$ cat src/hw/rtl/dd2b_pkg.sv
`default_nettype none

package dd2b_pkg;

	localparam int DIGIT_W    = 4;
	localparam int WORD_W     = 64;
	localparam int WORD_SH    = 6;

	// largest legal decimal digit, and the carry an odd digit hands to the next
	localparam logic [DIGIT_W-1:0] DIGIT_MAX  = 4'd9;
	localparam logic [DIGIT_W-1:0] HALF_CARRY = 4'd5;

	typedef struct packed {
		logic [DIGIT_W-1:0] digit;
		logic               last;
		logic               bad;
	} dd2b_entry_t;

	typedef enum logic [1:0] {
		ST_COLLECT,
		ST_CONVERT,
		ST_EMIT
	} dd2b_state_t;

endpackage

`default_nettype wire

$ cat src/hw/rtl/dd2b_if.sv
`default_nettype none

// digit word channel
interface dd2b_digit_if;
	logic                        valid;
	logic                        ready;
	logic [dd2b_pkg::DIGIT_W-1:0] digit;
	logic                        last_digit;

	modport source (output valid, output digit, output last_digit, input ready);
	modport sink   (input valid, input digit, input last_digit, output ready);
endinterface

// result word channel
interface dd2b_word_if;
	logic                       valid;
	logic                       ready;
	logic [dd2b_pkg::WORD_W-1:0] binary_word;
	logic                       word_index;
	logic                       too_large;
	logic                       last_word;

	modport source (output valid, output binary_word, output word_index,
		output too_large, output last_word, input ready);
	modport sink   (input valid, input binary_word, input word_index,
		input too_large, input last_word, output ready);
endinterface

`default_nettype wire

$ cat src/hw/rtl/dd2b_front.sv
`default_nettype none

module dd2b_front (
	input  wire logic              clk,
	input  wire logic              arst_n,
	dd2b_digit_if.sink             digits,
	output dd2b_pkg::dd2b_entry_t  entry,
	output logic                   entry_valid,
	input  wire logic              entry_pop
);

	localparam int DEPTH = 2;

	dd2b_pkg::dd2b_entry_t slot_q [DEPTH];
	dd2b_pkg::dd2b_entry_t classified;
	logic       wr_ptr_q;
	logic       rd_ptr_q;
	logic [1:0] fill_q;
	logic       push;
	logic       pop;

	// non-decimal codes go in as zero with the error mark set
	always_comb begin
		classified.bad   = digits.digit > dd2b_pkg::DIGIT_MAX;
		classified.digit = classified.bad ? '0 : digits.digit;
		classified.last  = digits.last_digit;
	end

	assign digits.ready = fill_q != 2'(DEPTH);
	assign push         = digits.valid && digits.ready;
	assign entry_valid  = fill_q != 2'd0;
	assign pop          = entry_pop && entry_valid;
	assign entry        = slot_q[rd_ptr_q];

	always_ff @(posedge clk) begin
		if (push) begin
			slot_q[wr_ptr_q] <= classified;
		end
	end

	always_ff @(posedge clk or negedge arst_n) begin
		if (!arst_n) begin
			wr_ptr_q <= 1'b0;
			rd_ptr_q <= 1'b0;
			fill_q   <= 2'd0;
		end else begin
			if (push) begin
				wr_ptr_q <= ~wr_ptr_q;
			end
			if (pop) begin
				rd_ptr_q <= ~rd_ptr_q;
			end
			unique case ({push, pop})
				2'b10:   fill_q <= fill_q + 2'd1;
				2'b01:   fill_q <= fill_q - 2'd1;
				default: fill_q <= fill_q;
			endcase
		end
	end

endmodule

`default_nettype wire

$ cat src/hw/rtl/dd2b_back.sv
`default_nettype none

module dd2b_back #(
	parameter int MAX_DIGITS   = 40,
	parameter int RESULT_WORDS = 2
) (
	input  wire logic                   clk,
	input  wire logic                   arst_n,
	input  wire dd2b_pkg::dd2b_entry_t  entry,
	input  wire logic                   entry_valid,
	output logic                        entry_pop,
	dd2b_word_if.source                 words
);

	localparam int CNT_W  = $clog2(MAX_DIGITS + 1);
	localparam int RES_W  = dd2b_pkg::WORD_W * RESULT_WORDS;
	localparam int BIT_W  = $clog2(RES_W);
	localparam int WIDX_W = (RESULT_WORDS > 1) ? $clog2(RESULT_WORDS) : 1;
	localparam int DW     = dd2b_pkg::DIGIT_W;

	dd2b_pkg::dd2b_state_t state_q, state_d;

	// cell 0 holds the least significant digit
	logic [DW-1:0]     digit_q  [MAX_DIGITS];
	logic [DW-1:0]     masked   [MAX_DIGITS+1];
	logic [DW-1:0]     halved   [MAX_DIGITS];
	logic [CNT_W-1:0]  count_q;
	logic              ovf_q;
	logic [BIT_W-1:0]  bit_q;
	logic [WIDX_W-1:0] word_q;
	logic [RES_W-1:0]  result_q;
	logic [RES_W-1:0]  result_next;
	logic              too_large_q;
	logic              residue;
	logic              store;
	logic              store_room;
	logic              conv_done;
	logic              word_taken;

	// one halving pass over all cells at once
	always_comb begin
		for (int i = 0; i < MAX_DIGITS; i++) begin
			masked[i] = (CNT_W'(i) < count_q) ? digit_q[i] : '0;
		end
		masked[MAX_DIGITS] = '0;
		for (int i = 0; i < MAX_DIGITS; i++) begin
			halved[i] = {1'b0, masked[i][DW-1:1]}
				+ (masked[i+1][0] ? dd2b_pkg::HALF_CARRY : '0);
		end
		residue = 1'b0;
		for (int i = 0; i < MAX_DIGITS; i++) begin
			residue = residue | (|halved[i]);
		end
	end

	assign result_next = {masked[0][0], result_q[RES_W-1:1]};
	assign store_room  = count_q < CNT_W'(MAX_DIGITS);
	assign conv_done   = bit_q == BIT_W'(RES_W - 1);
	assign word_taken  = words.valid && words.ready;

	// next state
	always_comb begin
		state_d = state_q;
		unique case (state_q)
			dd2b_pkg::ST_COLLECT: begin
				if (entry_valid && entry.last) begin
					state_d = dd2b_pkg::ST_CONVERT;
				end
			end
			dd2b_pkg::ST_CONVERT: begin
				if (conv_done) begin
					state_d = dd2b_pkg::ST_EMIT;
				end
			end
			dd2b_pkg::ST_EMIT: begin
				if (word_taken && word_q == '0) begin
					state_d = dd2b_pkg::ST_COLLECT;
				end
			end
			default: state_d = dd2b_pkg::ST_COLLECT;
		endcase
	end

	// outputs; digits that do not end a number may enter while words drain
	always_comb begin
		entry_pop   = 1'b0;
		words.valid = 1'b0;
		unique case (state_q)
			dd2b_pkg::ST_COLLECT: entry_pop = entry_valid;
			dd2b_pkg::ST_CONVERT: entry_pop = 1'b0;
			dd2b_pkg::ST_EMIT: begin
				entry_pop   = entry_valid && !entry.last;
				words.valid = 1'b1;
			end
			default: entry_pop = 1'b0;
		endcase
	end

	assign store             = entry_pop;
	assign words.binary_word = result_q[{word_q, dd2b_pkg::WORD_SH'(0)} +: dd2b_pkg::WORD_W];
	assign words.word_index  = word_q[0];
	assign words.too_large   = too_large_q;
	assign words.last_word   = word_q == '0;

	always_ff @(posedge clk) begin
		if (store && store_room) begin
			digit_q[0] <= entry.digit;
			for (int i = 1; i < MAX_DIGITS; i++) begin
				digit_q[i] <= digit_q[i-1];
			end
		end else if (state_q == dd2b_pkg::ST_CONVERT) begin
			for (int i = 0; i < MAX_DIGITS; i++) begin
				digit_q[i] <= halved[i];
			end
		end
		if (state_q == dd2b_pkg::ST_CONVERT) begin
			if (conv_done && (ovf_q || residue)) begin
				result_q    <= '0;
				too_large_q <= 1'b1;
			end else begin
				result_q    <= result_next;
				too_large_q <= 1'b0;
			end
		end
	end

	always_ff @(posedge clk or negedge arst_n) begin
		if (!arst_n) begin
			state_q <= dd2b_pkg::ST_COLLECT;
			count_q <= '0;
			ovf_q   <= 1'b0;
			bit_q   <= '0;
			word_q  <= '0;
		end else begin
			state_q <= state_d;
			if (store) begin
				if (store_room) begin
					count_q <= count_q + CNT_W'(1);
				end
				ovf_q <= ovf_q | entry.bad | !store_room;
			end else if (state_q == dd2b_pkg::ST_CONVERT && conv_done) begin
				count_q <= '0;
				ovf_q   <= 1'b0;
			end
			if (state_q == dd2b_pkg::ST_CONVERT) begin
				bit_q <= bit_q + BIT_W'(1);
			end else begin
				bit_q <= '0;
			end
			if (state_q == dd2b_pkg::ST_CONVERT && conv_done) begin
				word_q <= WIDX_W'(RESULT_WORDS - 1);
			end else if (word_taken && word_q != '0) begin
				word_q <= word_q - WIDX_W'(1);
			end
		end
	end

endmodule

`default_nettype wire

$ cat src/hw/rtl/decimal_digits_to_binary.sv
// decimal digits to binary converter
//
// digits: one decimal digit per word, most significant first, last_digit set
//   on the final digit of a number; codes above nine count as an error
// words: RESULT_WORDS words of 64 bits per number, most significant first,
//   word_index low bit of the word position, last_word on the final word,
//   too_large set (and every word zero) on overflow, on a code above nine
//   or on more than MAX_DIGITS digits
// a two-word queue sits between the classifying front and the converter, so
//   digits can still be taken while the receiver stalls; while the converter
//   halves, the queue takes digits only until it is full
// digits pass through the queue into the digit store; after the last digit
//   the halving loop makes one pass over every stored digit per cycle, one
//   result bit per pass, then the result words go out one per cycle while
//   the receiver is ready
// a stalled receiver holds the current word; digits that do not end a number
//   are still stored meanwhile, the next last digit waits in the queue
// reset clears the queue, the digit count and the error flag; the digit
//   store itself is not cleared, cells above the count read as zero
`default_nettype none

module decimal_digits_to_binary #(
	parameter int MAX_DIGITS   = 40,
	parameter int RESULT_WORDS = 2
) (
	input  wire logic   clk,
	input  wire logic   arst_n,
	dd2b_digit_if.sink  digits,
	dd2b_word_if.source words
);

	// classified digit between front and converter
	dd2b_pkg::dd2b_entry_t entry;
	logic                  entry_valid;
	logic                  entry_pop;

	// front: range check and queue
	dd2b_front u_front (
		.clk         (clk),
		.arst_n      (arst_n),
		.digits      (digits),
		.entry       (entry),
		.entry_valid (entry_valid),
		.entry_pop   (entry_pop)
	);

	// back: digit store, halving loop and word output
	dd2b_back #(
		.MAX_DIGITS   (MAX_DIGITS),
		.RESULT_WORDS (RESULT_WORDS)
	) u_back (
		.clk         (clk),
		.arst_n      (arst_n),
		.entry       (entry),
		.entry_valid (entry_valid),
		.entry_pop   (entry_pop),
		.words       (words)
	);

endmodule

`default_nettype wire

$ cat src/flat_wrapper.sv
// flat-port wrapper written by rule: the top's interface ports become plain ports
module decimal_digits_to_binary_flat 
#(
	parameter int MAX_DIGITS   = 40,
	parameter int RESULT_WORDS = 2
)
  (clk, arst_n, digits_valid, digits_digit, digits_last_digit, digits_ready, words_valid, words_binary_word, words_word_index, words_too_large, words_last_word, words_ready);
  dd2b_digit_if digits_i ();
  dd2b_word_if words_i ();
  input  wire logic clk;
  input  wire logic arst_n;
  input wire logic [$bits(digits_i.valid)-1:0] digits_valid;
  input wire logic [$bits(digits_i.digit)-1:0] digits_digit;
  input wire logic [$bits(digits_i.last_digit)-1:0] digits_last_digit;
  output wire logic [$bits(digits_i.ready)-1:0] digits_ready;
  output wire logic [$bits(words_i.valid)-1:0] words_valid;
  output wire logic [$bits(words_i.binary_word)-1:0] words_binary_word;
  output wire logic [$bits(words_i.word_index)-1:0] words_word_index;
  output wire logic [$bits(words_i.too_large)-1:0] words_too_large;
  output wire logic [$bits(words_i.last_word)-1:0] words_last_word;
  input wire logic [$bits(words_i.ready)-1:0] words_ready;
  assign digits_i.valid = digits_valid;
  assign digits_i.digit = digits_digit;
  assign digits_i.last_digit = digits_last_digit;
  assign digits_ready = digits_i.ready;
  assign words_valid = words_i.valid;
  assign words_binary_word = words_i.binary_word;
  assign words_word_index = words_i.word_index;
  assign words_too_large = words_i.too_large;
  assign words_last_word = words_i.last_word;
  assign words_i.ready = words_ready;
  decimal_digits_to_binary #(.MAX_DIGITS(MAX_DIGITS), .RESULT_WORDS(RESULT_WORDS)) u_core (.clk(clk), .arst_n(arst_n), .digits(digits_i), .words(words_i));
endmodule
$ cat config.mk
export PLATFORM = sky130hd
export DESIGN_NAME = decimal_digits_to_binary_flat
export DESIGN_NICKNAME = d
export VERILOG_FILES = /design/src/hw/rtl/dd2b_pkg.sv /design/src/hw/rtl/dd2b_if.sv /design/src/hw/rtl/dd2b_front.sv /design/src/hw/rtl/dd2b_back.sv /design/src/hw/rtl/decimal_digits_to_binary.sv /design/src/flat_wrapper.sv
export SDC_FILE = /design/constraint.sdc
export NUM_CORES = 1
export LEC_CHECK = 0
export BUFFER_PORTS_ARGS = -buffer_cell sky130_fd_sc_hd__buf_2
export CAP_MARGIN = 30
export CORE_MARGIN = 4
export CORE_UTILIZATION = 45
export CTS_BUF_LIST = sky130_fd_sc_hd__clkbuf_2
export DETAILED_ROUTE_END_ITERATION = 6
export GPL_ROUTABILITY_DRIVEN = 1
export HOLD_SLACK_MARGIN = 0.05
export SLEW_MARGIN = 15
export SYNTH_ARGS = -nofsm -noshare
export SYNTH_HDL_FRONTEND = slang
export SYNTH_SLANG_ARGS = --single-unit
export TNS_END_PERCENT = 100
$ cat constraint.sdc
create_clock -name clk -period 7.1 [get_ports clk]
set_input_delay 1.42 -clock clk [delete_from_list [all_inputs] [get_ports clk]]
set_output_delay 1.42 -clock clk [all_outputs]
set_load 0.02 [all_outputs]
==> flow_summary.yaml <==
run_status:
  status: "complete, no violations"
timing:
  timing.final.crit_period_ns: 5.43
  rsz0062_at_grt: "false"
  setup-tns-final_ns: 0
  hold_viol: 0
  whs_ns: 0.405
  period_share_pct: 76.5
  max-slew-margin-rel_pct: 27.4
  maxSlewViolCount: 0
  max_freq_mhz: 184
  finClkSkew_ns: 0.0758
  setup_violations: 0
  worstMarginPinSlew_ns: 1.07
global_routing:
  gr-total-overflow: 0
  antenna_found_initial: 3
  grt_use_total_pct: 18.6
  grt_max_degree: 140
  grt_pass1_wl_mm: 66.1
  grt_pass1_vias: 12300
setup_path:
  end_kind: "flop"
  crit_top_cell: "buf_4"
  critical-path-slowest-cell: "nor4b_1"
  path_class: "reg2reg"
  max_stage_delay_ns: 0.88
  path_cells: "buf_4 -> or2_1 -> nor3_1 -> nand2_1 -> and2_1 -> ha_1 -> ha_1 -> nor4b_1 -> nand4_1 -> nor4_1 -> nand4_1 -> buf_4 -> buf_4 -> a21boi_0"
  cp_max_fo: 77
  crit_family: "simple AND/OR/NAND/NOR gates"
  crit_path_start_kind: "flop"
  arrival_ns: 6.21
  worst_ep_required_time_ns: 7.88
  cp_num_buf_inv: 3
power:
  pwr_density_cell_mw_per_mm2: 245
  vdd.ir_drop.worst_v: 0.000160
  leakage_nw: 9.13
run:
  maxCapViolCount: 0
synth:
  postSynthAreaPerCell_um2: 11.0
  synth-async-reset-ratio_pct: 6.52
  synth_edf_count: 301
  synthCells: 1654
  ys_warn_count: 0
  yosys-top-cells-count: "391 x nand2_1, 301 x edfxtp_1, 160 x ha_1"
  synth.distinct_cells: 58
  synth_seq_cells: 322
  synth_top_area_share_pct: 49.5
  yosys-top-cells-area: "edfxtp_1 49%, ha_1 11%, nand2_1 8.0%, a21boi_1 4.4%, mux2_2 4.0%"
  synth_most_common_cell: "nand2_1"
  syn_area_mm2: 0.0183
  synth-main-ff-cell: "edfxtp_1"
  syn_nets: 1823
  yosysSeqAreaShare_pct: 52.4
  yosys.area.top_type: "edfxtp_1"
detailed_routing:
  drtAntennaViolNets: 0
  drc: 0
  wire_per_inst_um: 17.7
  viasPerCell: 5.31
  vias: 12400
  drtPass1Iterations: 5
  drt-total-wl_mm: 41.4
  drtIter0Drc: 969
die:
  rows: 73
  die_area_mm2: 0.0439
  die_h_um: 209
  pin_count: 78
  start_util_pct: 45.8
  die_x_um: 209
  core-area_mm2: 0.0399
clock_network:
  cts-resized-gates: 0
  post-cts-setup-buffers: 0
  clk_latency_ns: 0.99
  cts_buffer_depth: 3
  numCtsBuffers: 88
  ctsHtreeMaxLevel: 3
  cts_tree: "yes"
  cts_root_buf: "clkbuf_2"
  cts_hold_buf: 0
  clk_pin_slew_ns: 0.11
  cts_sinks: 322
placed_design:
  place_hpwl_mm: 27.7
  port_buffers: 77
  place.gp.congestion: 0.841
final_layout:
  nets: 1918
  drive_above_1_share_pct: 17.5
  area_delta_synth_final_pct: 8.48
hold_path:
  hp-class: "in2async"
cell type report:
type / count / area (um2)
Clock buffer: 135 / 676
Timing Repair Buffer: 89 / 508
Inverter: 82 / 315
Multi-Input combinational cell: 1166 / 7960
Tap cell: 525 / 657
Antenna cell: 4 / 10.0
Sequential cell: 322 / 9570
Fill cell: 3725 / 20100
Clock inverter: 15 / 123
layout by cell type (no fill, tap or decap), types with 10 or more instances in the layout:
master / count
ha_1: 160
nand3_1: 10
a31oi_1: 36
nor2b_1: 29
nand2b_1: 27
edfxtp_1: 301
a21oi_1: 14
buf_2: 77
and2_1: 61
a21boi_1: 106
o21ai_0: 85
nand2_1: 390
mux2_2: 65
inv_1: 81
clkbuf_2: 135
a21boi_0: 20
xnor2_1: 43
buf_4: 10
dfrtp_1: 20
nor2_1: 16
flip-flops by register name (all words and copies together), names as in the netlist:
register	count
u_core.u_front.slot_q	12
u_core.u_back.result_q	128
u_core.u_front.wr_ptr_q	1
u_core.u_front.fill_q	2
u_core.u_back.bit_q	7
u_core.u_back.state_q	2
u_core.u_front.rd_ptr_q	1
u_core.u_back.ovf_q	1
u_core.u_back.words.word_index	1
u_core.u_back.count_q	6
u_core.u_back.words.too_large	1
u_core.u_back.digit_q	160
stage by stage:
step	cell area (um2)	power (W)	util (%)	setup slack (ns)	cells
6_report	19800	0.00485	49.6	1.67	2338
5_1_grt	19800	0.00514	49.6	1.44	2338
4_1_cts	19800	0.00492	49.5	1.76	2333
3_5_place_dp	19000	0.00351	47.5	1.83	2183
3_3_place_gp	19000	0.00350	47.5	1.88	2183
2_1_floorplan	18300	0.00330	-	1.79	1654
worst paths after layout:
check | from | to | slack (ns) | cells after the start
worst max-delay path | u_core.u_back.count_q[5] | u_core.u_back.result_q[121] | 1.67 | 14
worst min-delay path | arst_n | u_core.u_back.count_q[0] | 0.41 | 1
worst max register to register | u_core.u_back.count_q[5] | u_core.u_back.result_q[121] | 1.67 | 14
worst min register to register | u_core.u_back.bit_q[0] | u_core.u_back.bit_q[0] | 0.47 | 1
max in group asynchronous | arst_n | u_core.u_back.words.word_index | 6.29 | 1
min in group clk | u_core.u_back.bit_q[0] | u_core.u_back.bit_q[0] | 0.47 | 1
per-layer routing:
layer | global-route usage [%] | part of all wire (%) | vias to the layer above
met2 | 28.1 | 45 | 264
met5 | 0 | 0.017 | -
met1 | 27.3 | 48 | 5999
li1 | - | - | 6065
met4 | 5.69 | 2.2 | 2
met3 | 3.77 | 4.9 | 80
kinds of logic after synthesis:
group	synth area share (%)
simple gates	15.2
xor+xnor	2.40
compound gates	10.7
fa+ha+maj	11.0
flops	52.4
buf+inv	4.16
mux	4.31
where the power goes:
| group | internal, W | switching, W |
|---|---|---|
| Clock | 0.000573 | 0.000804 |
| Sequential | 0.00239 | 0.000190 |
| Combinational | 0.000326 | 0.000575 |
| Total | 0.00329 | 0.00157 |
(Power assumes the default switching activity.)
